===== src/sv/sl7seg_pkg.sv =====
// Shared constants, types, and segment and animation lookup functions for the serial display block.
package sl7seg_pkg;

    localparam int unsigned DIGITS = 4;

    typedef logic [4:0] code_t;
    typedef logic [7:0] char_t;

    // Digit codes
    localparam code_t CODE_DASH  = 5'd10;
    localparam code_t CODE_BLANK = 5'd11;
    localparam code_t CODE_UNDER = 5'd13;
    localparam code_t CODE_EIGHT = 5'd8;

    // Characters
    localparam char_t CH_CR     = 8'h0D;
    localparam char_t CH_T      = 8'h54;
    localparam char_t CH_K      = 8'h4B;
    localparam char_t CH_COMMA  = 8'h2C;
    localparam char_t CH_DASH   = 8'h2D;
    localparam char_t CH_ZERO   = 8'h30;
    localparam char_t CH_ONE    = 8'h31;
    localparam char_t CH_NINE   = 8'h39;
    localparam char_t CH_FILLER = 8'h20;

    // Configuration register indexes
    localparam logic [1:0] REG_ANIM_LIMIT = 2'd0;
    localparam logic [1:0] REG_LEFT_DOT   = 2'd1;
    localparam logic [1:0] REG_RIGHT_DOT  = 2'd2;

    localparam logic [7:0] ANIM_LIMIT_RESET = 8'd30;

    // Active-high segments C0-C5 for each digit code
    function automatic logic [5:0] seg_c(input code_t code);
        logic [5:0] s;
        unique case (code)
            5'd0:    s = 6'h2D;
            5'd1:    s = 6'h24;
            5'd2:    s = 6'h39;
            5'd3:    s = 6'h3C;
            5'd4:    s = 6'h34;
            5'd5:    s = 6'h1C;
            5'd6:    s = 6'h1D;
            5'd7:    s = 6'h24;
            5'd8:    s = 6'h3D;
            5'd9:    s = 6'h3C;
            5'd10:   s = 6'h10;
            5'd13:   s = 6'h08;
            5'd15:   s = 6'h01;
            5'd16:   s = 6'h20;
            5'd17:   s = 6'h04;
            default: s = 6'h00;
        endcase
        return s;
    endfunction

    // Active-high segments A4 (bit 0) and A5 (bit 1) for each digit code
    function automatic logic [1:0] seg_a(input code_t code);
        logic [1:0] s;
        unique case (code)
            5'd0, 5'd5, 5'd6, 5'd8, 5'd9:                     s = 2'b10;
            5'd1, 5'd10, 5'd11, 5'd13, 5'd15, 5'd16, 5'd17:    s = 2'b01;
            5'd4, 5'd14:                                      s = 2'b11;
            default:                                          s = 2'b00;
        endcase
        return s;
    endfunction

    // Animation: digit lit in each phase
    function automatic logic [1:0] anim_pos(input logic [3:0] phase);
        logic [1:0] p;
        unique case (phase)
            4'd0, 4'd13, 4'd14, 4'd15: p = 2'd0;
            4'd1, 4'd2, 4'd11, 4'd12:  p = 2'd1;
            4'd3, 4'd4, 4'd9, 4'd10:   p = 2'd2;
            default:                   p = 2'd3;
        endcase
        return p;
    endfunction

    // Animation: code shown in each phase
    function automatic code_t anim_code(input logic [3:0] phase);
        code_t c;
        unique case (phase)
            4'd0, 4'd1, 4'd8, 4'd9:    c = 5'd13;
            4'd2, 4'd7:                c = 5'd17;
            4'd3, 4'd14:               c = 5'd14;
            4'd4, 4'd5, 4'd12, 4'd13:  c = 5'd12;
            4'd6, 4'd11:               c = 5'd16;
            default:                   c = 5'd15;
        endcase
        return c;
    endfunction

endpackage


===== src/sv/sl7seg_in_if.sv =====
// Input channel: one received byte or one millisecond tick per word.
interface sl7seg_in_if;
    logic       valid;
    logic       ready;
    logic       cmd;
    logic [7:0] rx_byte;

    modport source (output valid, output cmd, output rx_byte, input ready);
    modport sink   (input valid, input cmd, input rx_byte, output ready);
endinterface


===== src/sv/sl7seg_out_if.sv =====
// Output channel: display drive for one multiplexed digit per word.
interface sl7seg_out_if;
    logic       valid;
    logic       ready;
    logic [1:0] digit_index;
    logic [3:0] digit_enable_n;
    logic [5:0] seg_low_n;
    logic [1:0] seg_high_n;

    modport source (output valid, output digit_index, output digit_enable_n,
                    output seg_low_n, output seg_high_n, input ready);
    modport sink   (input valid, input digit_index, input digit_enable_n,
                    input seg_low_n, input seg_high_n, output ready);
endinterface


===== src/sv/serial_line_to_seven_segment_display_top.sv =====
// Serial line parser and four-digit multiplexed seven-segment driver.
//
// in_ch carries words of two kinds: cmd 0 is a received serial byte, cmd 1 a
// millisecond tick. Bytes update the line parser and the digit codes and give
// no output word. Each tick advances the animation while it runs and gives one
// output word on out_ch: the active-low select and segment drive of the next
// digit in the scan.
// The drive for a tick appears on out_ch in the cycle after the tick is accepted.
// One word per cycle is sustained while out_ch is ready: the single
// output register frees up in the same cycle that out_ch takes its word.
// If out_ch stalls with a word held, in_ch is not ready until that word
// leaves; the held word stays unchanged.
// Reset shows code 8 on all digits, starts the animation, clears the parser
// and the scan position, and loads anim_limit 30 with both end dots off.
// cfg_we writes register cfg_index (0 anim_limit, 1 left dot, 2 right dot)
// from cfg_data at the clock edge; index 3 is ignored.
module serial_line_to_seven_segment_display_top (
    input  logic                clk,
    input  logic                rst_n,
    input  logic                cfg_we,
    input  logic [1:0]          cfg_index,
    input  logic [7:0]          cfg_data,
    sl7seg_in_if.sink           in_ch,
    sl7seg_out_if.source        out_ch
);
    import sl7seg_pkg::*;

    localparam logic [1:0] PH_SEEK    = 2'd0;
    localparam logic [1:0] PH_SKIP    = 2'd1;
    localparam logic [1:0] PH_CAPTURE = 2'd2;

    localparam logic [1:0] CMD_NONE = 2'd0;
    localparam logic [1:0] CMD_T    = 2'd1;
    localparam logic [1:0] CMD_K    = 2'd2;

    // Configuration
    logic [7:0] anim_limit_reg;
    logic       left_dot_reg;
    logic       right_dot_reg;

    // Display and parser state
    code_t      digit_codes_reg [DIGITS];
    code_t      digit_codes_next [DIGITS];
    char_t      captured_reg [DIGITS];
    char_t      captured_next [DIGITS];
    logic [1:0] parse_phase_reg, parse_phase_next;
    logic [1:0] command_kind_reg, command_kind_next;
    logic [2:0] capture_count_reg, capture_count_next;
    logic       anim_running_reg, anim_running_next;
    logic [7:0] anim_ticks_reg, anim_ticks_next;
    logic [3:0] anim_phase_reg, anim_phase_next;
    logic [1:0] scan_digit_reg, scan_digit_next;
    logic       mark_on_reg, mark_on_next;

    // Output register
    logic       out_valid_reg, out_valid_next;
    logic [1:0] out_index_reg, out_index_next;
    logic [3:0] out_enable_reg, out_enable_next;
    logic [5:0] out_low_reg, out_low_next;
    logic [1:0] out_high_reg, out_high_next;

    logic       accept;
    logic       tick;
    char_t      b;
    code_t      t_codes [DIGITS];
    code_t      j_codes [DIGITS];
    logic       stop;
    char_t      c;
    logic [7:0] ticks_inc;
    code_t      shown;
    logic       dot;
    logic [5:0] segc;

    assign in_ch.ready = !out_valid_reg || out_ch.ready;
    assign accept      = in_ch.valid && in_ch.ready;
    assign tick        = in_ch.cmd;
    assign b           = in_ch.rx_byte;

    // Decode a T line into right-justified codes
    always_comb
    begin
        t_codes = digit_codes_reg;
        stop    = 1'b0;
        c       = '0;
        for (int k = 0; k < DIGITS; k++)
        begin
            if (!stop)
            begin
                c = captured_reg[k];
                if (3'(k) >= capture_count_reg)
                begin
                    t_codes[k] = CODE_BLANK;
                end
                else if (c >= CH_ZERO && c <= CH_NINE)
                begin
                    t_codes[k] = 5'(c - CH_ZERO);
                end
                else if (c == CH_COMMA)
                begin
                    // comma fills underscores from its digit to the right (at digit 0, only digit 3) and ends the scan
                    if (k == 1)
                    begin
                        t_codes[1] = CODE_UNDER;
                        t_codes[2] = CODE_UNDER;
                        t_codes[3] = CODE_UNDER;
                    end
                    else if (k == 2)
                    begin
                        t_codes[2] = CODE_UNDER;
                        t_codes[3] = CODE_UNDER;
                    end
                    else
                    begin
                        t_codes[3] = CODE_UNDER;
                    end
                    stop = 1'b1;
                end
                else if (c == CH_DASH)
                begin
                    t_codes[k] = CODE_DASH;
                end
                else
                begin
                    t_codes[k] = CODE_UNDER;
                end
            end
        end

        j_codes = t_codes;
        priority if (t_codes[1] == CODE_BLANK)
        begin
            j_codes[3] = t_codes[0];
            j_codes[2] = CODE_BLANK;
            j_codes[1] = CODE_BLANK;
            j_codes[0] = CODE_BLANK;
        end
        else if (t_codes[2] == CODE_BLANK)
        begin
            j_codes[3] = t_codes[1];
            j_codes[2] = t_codes[0];
            j_codes[1] = CODE_BLANK;
            j_codes[0] = CODE_BLANK;
        end
        else if (t_codes[3] == CODE_BLANK)
        begin
            j_codes[3] = t_codes[2];
            j_codes[2] = t_codes[1];
            j_codes[1] = t_codes[0];
            j_codes[0] = CODE_BLANK;
        end
        else
        begin
            // full line: keep it as decoded
            j_codes = t_codes;
        end
    end

    // Next state for one accepted word
    always_comb
    begin
        digit_codes_next   = digit_codes_reg;
        captured_next      = captured_reg;
        parse_phase_next   = parse_phase_reg;
        command_kind_next  = command_kind_reg;
        capture_count_next = capture_count_reg;
        anim_running_next  = anim_running_reg;
        anim_ticks_next    = anim_ticks_reg;
        anim_phase_next    = anim_phase_reg;
        scan_digit_next    = scan_digit_reg;
        mark_on_next       = mark_on_reg;
        ticks_inc          = anim_ticks_reg + 8'd1;

        if (accept && !tick)
        begin
            if (b == CH_CR)
            begin
                if (command_kind_reg == CMD_T)
                begin
                    digit_codes_next  = j_codes;
                    anim_running_next = 1'b0;
                end
                else if (command_kind_reg == CMD_K)
                begin
                    mark_on_next = (capture_count_reg != 3'd0) && (captured_reg[0] == CH_ONE);
                end
                parse_phase_next   = PH_SEEK;
                command_kind_next  = CMD_NONE;
                capture_count_next = 3'd0;
                for (int k = 0; k < DIGITS; k++)
                begin
                    captured_next[k] = CH_FILLER;
                end
            end
            else
            begin
                unique case (parse_phase_reg)
                    PH_SEEK:
                    begin
                        if (b == CH_T)
                        begin
                            command_kind_next = CMD_T;
                            parse_phase_next  = PH_SKIP;
                        end
                        else if (b == CH_K)
                        begin
                            command_kind_next = CMD_K;
                            parse_phase_next  = PH_SKIP;
                        end
                    end
                    PH_SKIP:
                    begin
                        parse_phase_next = PH_CAPTURE;
                    end
                    default:
                    begin
                        // drop bytes once all digits are captured
                        if (capture_count_reg < 3'(DIGITS))
                        begin
                            captured_next[capture_count_reg[1:0]] = b;
                            capture_count_next = capture_count_reg + 3'd1;
                        end
                    end
                endcase
            end
        end

        if (accept && tick)
        begin
            if (anim_running_reg)
            begin
                anim_ticks_next = ticks_inc;
                if (ticks_inc > anim_limit_reg)
                begin
                    anim_ticks_next = 8'd0;
                    for (int k = 0; k < DIGITS; k++)
                    begin
                        digit_codes_next[k] = CODE_BLANK;
                    end
                    digit_codes_next[anim_pos(anim_phase_reg)] = anim_code(anim_phase_reg);
                    anim_phase_next = anim_phase_reg + 4'd1;
                end
            end
            scan_digit_next = scan_digit_reg + 2'd1;
        end
    end

    // Drive for the current scan digit, from the codes after this tick
    always_comb
    begin
        shown = digit_codes_next[scan_digit_reg];
        unique case (scan_digit_reg)
            2'd0:    dot = left_dot_reg;
            2'd3:    dot = right_dot_reg;
            default: dot = mark_on_reg;
        endcase
        segc = ~seg_c(shown);
        if (dot)
        begin
            segc[1] = 1'b0;
        end

        out_index_next  = out_index_reg;
        out_enable_next = out_enable_reg;
        out_low_next    = out_low_reg;
        out_high_next   = out_high_reg;
        out_valid_next  = out_valid_reg && !out_ch.ready;
        if (accept && tick)
        begin
            out_valid_next  = 1'b1;
            out_index_next  = scan_digit_reg;
            out_enable_next = ~(4'b0001 << scan_digit_reg);
            out_low_next    = segc;
            out_high_next   = ~seg_a(shown);
        end
    end

    always_ff @(posedge clk or negedge rst_n)
    begin
        if (!rst_n)
        begin
            anim_limit_reg    <= ANIM_LIMIT_RESET;
            left_dot_reg      <= 1'b0;
            right_dot_reg     <= 1'b0;
            for (int k = 0; k < DIGITS; k++)
            begin
                digit_codes_reg[k] <= CODE_EIGHT;
                captured_reg[k]    <= CH_FILLER;
            end
            parse_phase_reg   <= PH_SEEK;
            command_kind_reg  <= CMD_NONE;
            capture_count_reg <= 3'd0;
            anim_running_reg  <= 1'b1;
            anim_ticks_reg    <= 8'd0;
            anim_phase_reg    <= 4'd0;
            scan_digit_reg    <= 2'd0;
            mark_on_reg       <= 1'b0;
            out_valid_reg     <= 1'b0;
        end
        else
        begin
            if (cfg_we)
            begin
                unique case (cfg_index)
                    REG_ANIM_LIMIT: anim_limit_reg <= cfg_data;
                    REG_LEFT_DOT:   left_dot_reg   <= cfg_data[0];
                    REG_RIGHT_DOT:  right_dot_reg  <= cfg_data[0];
                    default:        ;
                endcase
            end
            digit_codes_reg   <= digit_codes_next;
            captured_reg      <= captured_next;
            parse_phase_reg   <= parse_phase_next;
            command_kind_reg  <= command_kind_next;
            capture_count_reg <= capture_count_next;
            anim_running_reg  <= anim_running_next;
            anim_ticks_reg    <= anim_ticks_next;
            anim_phase_reg    <= anim_phase_next;
            scan_digit_reg    <= scan_digit_next;
            mark_on_reg       <= mark_on_next;
            out_valid_reg     <= out_valid_next;
        end
    end

    // Output payload holds while stalled
    always_ff @(posedge clk)
    begin
        out_index_reg  <= out_index_next;
        out_enable_reg <= out_enable_next;
        out_low_reg    <= out_low_next;
        out_high_reg   <= out_high_next;
    end

    assign out_ch.valid          = out_valid_reg;
    assign out_ch.digit_index    = out_index_reg;
    assign out_ch.digit_enable_n = out_enable_reg;
    assign out_ch.seg_low_n      = out_low_reg;
    assign out_ch.seg_high_n     = out_high_reg;

endmodule

===== src/flat_wrapper.sv =====
// flat-port wrapper written by rule: the top's interface ports become plain ports
module serial_line_to_seven_segment_display_top_flat import sl7seg_pkg::*;
  (clk, rst_n, cfg_we, cfg_index, cfg_data, in_ch_valid, in_ch_cmd, in_ch_rx_byte, in_ch_ready, out_ch_valid, out_ch_digit_index, out_ch_digit_enable_n, out_ch_seg_low_n, out_ch_seg_high_n, out_ch_ready);
  sl7seg_in_if in_ch_i ();
  sl7seg_out_if out_ch_i ();
  input  logic clk;
  input  logic rst_n;
  input  logic cfg_we;
  input  logic [1:0] cfg_index;
  input  logic [7:0] cfg_data;
  input wire logic [$bits(in_ch_i.valid)-1:0] in_ch_valid;
  input wire logic [$bits(in_ch_i.cmd)-1:0] in_ch_cmd;
  input wire logic [$bits(in_ch_i.rx_byte)-1:0] in_ch_rx_byte;
  output wire logic [$bits(in_ch_i.ready)-1:0] in_ch_ready;
  output wire logic [$bits(out_ch_i.valid)-1:0] out_ch_valid;
  output wire logic [$bits(out_ch_i.digit_index)-1:0] out_ch_digit_index;
  output wire logic [$bits(out_ch_i.digit_enable_n)-1:0] out_ch_digit_enable_n;
  output wire logic [$bits(out_ch_i.seg_low_n)-1:0] out_ch_seg_low_n;
  output wire logic [$bits(out_ch_i.seg_high_n)-1:0] out_ch_seg_high_n;
  input wire logic [$bits(out_ch_i.ready)-1:0] out_ch_ready;
  assign in_ch_i.valid = in_ch_valid;
  assign in_ch_i.cmd = in_ch_cmd;
  assign in_ch_i.rx_byte = in_ch_rx_byte;
  assign in_ch_ready = in_ch_i.ready;
  assign out_ch_valid = out_ch_i.valid;
  assign out_ch_digit_index = out_ch_i.digit_index;
  assign out_ch_digit_enable_n = out_ch_i.digit_enable_n;
  assign out_ch_seg_low_n = out_ch_i.seg_low_n;
  assign out_ch_seg_high_n = out_ch_i.seg_high_n;
  assign out_ch_i.ready = out_ch_ready;
  serial_line_to_seven_segment_display_top u_core (.clk(clk), .rst_n(rst_n), .cfg_we(cfg_we), .cfg_index(cfg_index), .cfg_data(cfg_data), .in_ch(in_ch_i), .out_ch(out_ch_i));
endmodule

===== config.mk =====
export PLATFORM = sky130hd
export DESIGN_NAME = serial_line_to_seven_segment_display_top_flat
export DESIGN_NICKNAME = d
export VERILOG_FILES = /design/src/sv/sl7seg_pkg.sv /design/src/sv/sl7seg_in_if.sv /design/src/sv/sl7seg_out_if.sv /design/src/sv/serial_line_to_seven_segment_display_top.sv /design/src/flat_wrapper.sv
export SDC_FILE = /design/constraint.sdc
export NUM_CORES = 1
export LEC_CHECK = 0
export BUFFER_PORTS_ARGS = -buffer_cell sky130_fd_sc_hd__buf_2
export CAP_MARGIN = 0
export CORE_AREA = 5 5 99 194
export DETAILED_ROUTE_END_ITERATION = 10
export DIE_AREA = 0 0 104 199
export GPL_TIMING_DRIVEN = 0
export SKIP_LAST_GASP = 1
export SLEW_MARGIN = 20
export SYNTH_ARGS = -nofsm -noshare
export SYNTH_HDL_FRONTEND = slang
export SYNTH_SLANG_ARGS = --single-unit

===== constraint.sdc =====
create_clock -name clk -period 4.7 [get_ports clk]
set_clock_uncertainty 0.05 [all_clocks]
set_input_delay 0.235 -clock clk [delete_from_list [all_inputs] [get_ports clk]]
set_output_delay 0.235 -clock clk [all_outputs]
set_load 0.03 [all_outputs]

==> flow_summary_export.csv, run 1 <==
group,metric,value,unit
synth,async_flop_share,86.0,%
layout,layout.nets,798,
floorplan,fp.dieH,199,microns
timing,holdWs,30.8,ps
detailed_routing,drc,0,
synth,synth.top_cell.area_share,28.7,%
detailed_routing,ant_nets,0,
placement,portBuffers,38,
synth,synth-seq-cells,100,
power,powerDensity,407,nW/um^2
clocking,clockBufferDepth,2,
power,total_power,2.95,mW
clocking,clk_pin_slew,80,ps
floorplan,dieArea,20700,sq um
detailed_routing,firstDrtPassIters,6,
synth,synth_most_common_cell,"dfrtp_1",
clocking,clock_sinks,100,
timing,finalCritPeriodShare,94.7,%
synth,ys_seq_area_share,40.6,%
synth,yosys-top-cells-count,"dfrtp_1 (73), nand2_1 (55), nor2_1 (51), o21ai_0 (45), inv_1 (42)",
power,combPwrFrac,36.5,%
power,p_sw,1.12,mW
timing,worstMarginPinSlew,847,ps
power,swShare,37.9,%
floorplan,core,17600,sq um
grt,grt_max_degree,46,
detailed_routing,drt_iter0_markers,413,
power,sequentialPowerShare,37.7,%
floorplan,die_x,104,microns
synth,synth_area_leader_cell,"dfrtp_1",
layout,stdcell_count,961,
grt,antenna_found_initial,0,
setup_path,critPathMaxFanout,10,
setup_path,reg2reg_depth,19,
synth,synthFlopType,"dfrtp_1",
outcome,status,"finished, final reports clean",
power,p_int,1.83,mW
worst_hold_path,min_path_type,"in2reg",
timing,finalSetupViolCount,0,
clocking,cts_buffers,9,
layout,antennaDiodeCount,0,
grt,grt_pass1_vias,5480,
synth,syn_avg_cell_area,9.28,sq um
timing,slew_violations,0,
worst_hold_path,hold_path.startpoint,"cfg_data[5]",
placement,place_hpwl,13000,microns
synth,ys_top_cells_by_area,"dfrtp_1 (29%), edfxtp_1 (6.6%), ha_1 (6.1%)",
timing,rsz0062_at_grt,"yes",
setup_path,r2r-end,"u_core.out_ch.seg_low_n[3]",
setup_path,required,4750,ps
timing,fin_setup_tns,0,ps
synth,syn_nets,741,
timing,finalCriticalPeriod,4450,ps
worst_hold_path,min_to,"u_core.anim_limit_reg[5]",
power,clock_power_share,25.8,%
clocking,cts_tree,"built",
synth,yosysUniqueCellTypes,77,
flow_run,cap_viol_max_count,0,
detailed_routing,wl,17500,microns
floorplan,initial_utilization,36.2,%
detailed_routing,viasPerCell,5.83,
setup_path,critPathKind,"reg2reg",
floorplan,num_io_pins,40,
timing,slew_headroom,41.9,%
detailed_routing,vias,5606,
grt,grt_pass1_wl,28500,microns
grt,grt_overflow,0,
setup_path,critPathArrivalTime,4500,ps
floorplan,row_count,69,
synth,synth_edf_count,14,
layout,drive_above_1_share,16.8,%
clocking,clockRootBuffer,"clkbuf_16",
layout,area_growth_syn_to_layout,14.0,%
timing,hold_violations,0,
placement,place_inst,938,
synth,netlist_instances,686,
power,vdd_drop_max,0.173,mV
placement,place_congestion,0.890,
synth,ys_warn_count,0,
layout,fill_cells,1776,
clocking,clkLatencyLatePin,360,ps
setup_path,r2r_slack,250,ps
worst_hold_path,hold-path-cell-count,3,
layout,largest_register_ffs,32,
grt,gr-usage-all-layers,16.9,%
power,power_leakage,3.21,nW
synth,netlist_area,6370,sq um
detailed_routing,routedWlPerCell,18.2,microns
setup_path,reg2reg_from,"u_core.anim_ticks_reg[0]",
setup_path,start_kind,"flop",
clocking,cts_max_level,3,
setup_path,cp-end-kind,"flop",
timing,clock.fmax,225,MHz
## metal layers
metal  vias to the layer above  part of all wire [%]  GRT usage (%)
met4                         0                   2.7           6.63
li1                       2662                     -              -
met3                        36                   4.1           2.18
met1                      2725                    41           20.6
met2                       183                    52           30.2
met5                         -                     0              0
## worst max-delay path by stage
stage                                         from                          end  slack, ps
after detailed placement  u_core.anim_ticks_reg[0]  u_core.out_ch.seg_high_n[0]       -490
after global placement    u_core.anim_ticks_reg[0]  u_core.out_ch.seg_high_n[0]       -460
after floorplan           u_core.anim_ticks_reg[0]  u_core.out_ch.seg_high_n[0]        550
final                     u_core.anim_ticks_reg[0]   u_core.out_ch.seg_low_n[3]        250
after CTS                 u_core.anim_ticks_reg[0]  u_core.out_ch.seg_high_n[0]        -40
after global routing      u_core.anim_ticks_reg[0]   u_core.out_ch.seg_low_n[3]        -20
## layout make-up
cell class	count	area, sq um	share of cell area (%)
multi-input cells	507	3510	48.3
flip-flops and latches	100	2590	35.7
repair buffers	47	287	3.95
well taps	213	267	3.67
clock buffers	10	229	3.15
inverters	44	165	2.28
plain buffers	34	151	2.09
clock inverters	6	62.6	0.862
## worst max-delay path: stages (launching register included)
cell and delay, ps:
dfrtp_2 450, and3_1 200, and3_1 190, and3_1 190, xor2_1 190, ha_1 280, nand3_1 170, nor3_1 100
a21oi_2 170, nand3_2 190, clkbuf_4 260, clkbuf_4 220, nor3_1 250, a211oi_2 80, o221ai_2 330, inv_1 160
ha_1 250, nand2_1 60, nor4bb_1 310, nor3_1 100
## cell families (layout without fill, tap and decap cells)
| group | Yosys count | in the layout | share of synthesized area [%] |
|---|---|---|---|
| simple gates | 233 | 233 | 19.8 |
| flops | 100 | 100 | 40.6 |
| fa+ha+maj | 31 | 31 | 6.09 |
| xor+xnor | 10 | 10 | 1.38 |
| compound gates | 209 | 209 | 22.9 |
| mux | 24 | 24 | 4.34 |
| buf+inv | 79 | 141 | 4.87 |
## timing repair
item	4_1_cts	5_1_grt
hold buffers	1	0
buffers inserted	2	5
hold endpoints to repair	36	0
pin swaps	1	5
endpoints found under the setup margin	7	7
resized for setup	5	13
## per-stage QoR
step	setup WS (ps)	utilization [%]	area, sq um
after floorplan	549	-	6370
after global placement	-460	38.8	6830
after detailed placement	-489	39.0	6860
after CTS	-38.6	40.9	7200
after global routing	-21.5	41.2	7260
final	249	41.2	7260
## cell usage in the layout, fill, tap and decap left out, types with 10 or more instances in the layout
| cell type | n |
|---|---|
| edfxtp_1 | 14 |
| dfrtp_1 | 72 |
| o21ai_0 | 44 |
| nand3_1 | 18 |
| nand2_1 | 55 |
| dfstp_2 | 13 |
| o211ai_1 | 11 |
| a21oi_1 | 38 |
| nor2_1 | 51 |
| mux2i_1 | 13 |
| ha_1 | 31 |
| nor3_1 | 12 |
| buf_2 | 47 |
| o21ai_1 | 10 |
| inv_1 | 42 |
| clkbuf_1 | 19 |
| a22o_1 | 12 |
| a32o_1 | 18 |
## power by group through the flow
stage | combinational [mW] | sequential (mW) | clock [mW]
after floorplan | 0.722 | 1.15 | 0
after global placement | 1.03 | 1.13 | 0
after detailed placement | 1.05 | 1.13 | 0
after CTS | 1.06 | 1.11 | 0.779
after global routing | 1.19 | 1.13 | 0.812
final | 1.08 | 1.11 | 0.762
(Power assumes the default switching activity.)
==> run 2, diff against run 1 <==
--- a/config.mk
+++ b/config.mk
@@ -13,2 +13,4 @@
 export GPL_TIMING_DRIVEN = 0
+export RECOVER_POWER = 50
+export REMOVE_ABC_BUFFERS = 1
 export SKIP_LAST_GASP = 1
--- a/constraint.sdc
+++ b/constraint.sdc
@@ -4,2 +4,2 @@
 set_output_delay 0.235 -clock clk [all_outputs]
-set_load 0.03 [all_outputs]
+set_load 0.01 [all_outputs]
==> flow_summary_export.csv, run 2 (synthesis gave the netlist of run 1 again) <==
group,metric,value,unit
outcome,status,"complete, but fails checks",
outcome,violations,"max-capacitance violations, max-slew violations",
clocking,clockBufferDepth,2,
setup_path,crit_path_end,"u_core.out_ch.seg_low_n[3]",
grt,grt_overflow,0,
layout,layout_common_cells,"dfrtp_1 (72), nand2_1 (55), nor2_1 (50)",
power,vdd_drop_max,0.297,mV
floorplan,die_x,104,microns
power,swShare,37.7,%
clocking,clock_sinks,100,
clocking,cts_buffers,9,
clocking,clkLatencyLatePin,360,ps
timing,rsz0062_at_grt,"yes",
timing,finalSetupViolCount,0,
detailed_routing,drt_iter0_markers,489,
timing,clock.fmax,220,MHz
layout,layout.nets,776,
grt,grt_pass1_vias,5295,
grt,gr-usage-all-layers,17.2,%
floorplan,fp.dieH,199,microns
timing,holdWs,36.2,ps
floorplan,core,17600,sq um
placement,dp_slack,-793,ps
placement,dpl_cell_area,6760,sq um
placement,place_hpwl,12400,microns
detailed_routing,ant_nets,0,
grt,antenna_found_initial,0,
layout,utilization,41.3,%
power,sequentialPowerShare,38.8,%
detailed_routing,wl,17600,microns
layout,design_area,7270,sq um
layout,area_growth_syn_to_layout,14.2,%
grt,grt_pass1_wl,28500,microns
placement,place_inst,907,
layout,antennaDiodeCount,0,
clocking,clockRootBuffer,"clkbuf_16",
setup_path,cp-end-kind,"flop",
power,power_leakage,3.17,nW
clocking,cts_max_level,3,
detailed_routing,routedWlPerCell,18.8,microns
setup_path,r2r-end,"u_core.out_ch.seg_low_n[3]",
power,clock_power_share,26.3,%
setup_path,start_kind,"flop",
layout,layout_commonest_cell,"dfrtp_1",
detailed_routing,viasPerCell,5.95,
setup_path,crit_path_start,"u_core.anim_ticks_reg[0]",
detailed_routing,firstDrtPassIters,5,
setup_path,required,4750,ps
setup_path,critPathArrivalTime,4590,ps
timing,hold_violations,0,
power,powerDensity,406,nW/um^2
floorplan,num_io_pins,40,
power,combPwrFrac,34.9,%
detailed_routing,vias,5590,
layout,stdcell_count,939,
timing,worstMarginPinSlew,2100,ps
power,p_sw,1.11,mW
setup_path,r2r_slack,160,ps
worst_hold_path,min_path_type,"in2reg",
floorplan,initial_utilization,36.2,%
layout,largest_register_ffs,32,
clocking,cts_tree,"built",
layout,fill_cells,1796,
timing,slew_headroom,-40.3,%
timing,finalCritPeriodShare,96.6,%
timing,setup_slack,161,ps
grt,grt_max_degree,49,
power,p_int,1.84,mW
setup_path,reg2reg_from,"u_core.anim_ticks_reg[0]",
setup_path,critPathMaxFanout,9,
layout,drive_above_1_share,16.7,%
flow_run,cap_viol_max_count,1,
timing,finalCriticalPeriod,4540,ps
clocking,clk_pin_slew,70,ps
detailed_routing,drc,0,
placement,place_congestion,0.863,
floorplan,dieArea,20700,sq um
setup_path,critPathKind,"reg2reg",
placement,portBuffers,39,
timing,slew_violations,40,
floorplan,row_count,69,
setup_path,reg2reg_depth,19,
## run 2: repair_timing
item                                   in CTS  in global routing
gates cloned                                1                  0
pin swaps                                   5                  7
setup endpoints to repair                   7                  7
gates resized for setup                     5                 20
hold buffers                                1                  0
buffers inserted                            9                  5
endpoints found under the hold margin      35                  0
## run 2: per-stage QoR
stage | power (mW) | setup TNS (ps)
2_1_floorplan | 1.81 | -104
3_3_place_gp | 2.10 | -8180
3_5_place_dp | 2.13 | -4610
4_1_cts | 2.93 | 0
5_1_grt | 3.14 | -18.6
6_report | 2.95 | 0
## run 2: layer usage
metal | vias up | part of all wire [%] | GRT usage (%)
li1 | 2621 | - | -
met1 | 2737 | 41 | 22.3
met2 | 189 | 51 | 28.9
met3 | 43 | 5.3 | 2.73
met4 | 0 | 2.9 | 6.24
met5 | - | 0 | 0
## run 2: cell type report
type	count	area, sq um	share of cell area [%]
clock buffers	13	283	3.89
clock inverters	3	25.0	0.344
inverters	44	165	2.27
multi-input cells	508	3620	49.8
flip-flops and latches	100	2590	35.6
well taps	213	267	3.66
repair buffers	58	320	4.40
## run 2: power groups by stage
stage               clock network (mW)  registers (mW)  logic (mW)
finish                           0.777            1.14        1.03
global route                     0.833            1.16        1.14
CTS                              0.791            1.14       0.990
detailed placement                   0            1.16       0.970
global placement                     0            1.16       0.943
floorplan                            0            1.12       0.682
## run 2: worst min path at each step
| stage | from | end | slack [ps] | depth (start not counted) |
|---|---|---|---|---|
| floorplan | rst_n | u_core.anim_limit_reg[0] | -110 | 0 |
| global placement | u_core.captured_reg[21] | u_core.captured_reg[21] | 400 | 2 |
| detailed placement | rst_n | u_core.captured_reg[18] | 120 | 1 |
| CTS | cfg_data[5] | u_core.anim_limit_reg[5] | 30 | 3 |
| global route | cfg_data[5] | u_core.anim_limit_reg[5] | 50 | 3 |
| finish | cfg_data[1] | u_core.anim_limit_reg[1] | 40 | 3 |
## run 2: worst max-delay path: stages, from the launching register on
cell	delay, ps
dfrtp_2	440
and3_1	200
and3_1	180
and3_1	190
xor2_1	160
ha_1	370
nand3_2	180
nor3_4	230
a21o_1	220
nor3_4	90
buf_4	200
or3_1	360
and4_1	200
a211o_1	270
o221ai_2	130
inv_2	110
ha_1	230
nand2_1	60
nor4bb_2	300
nor3_1	100
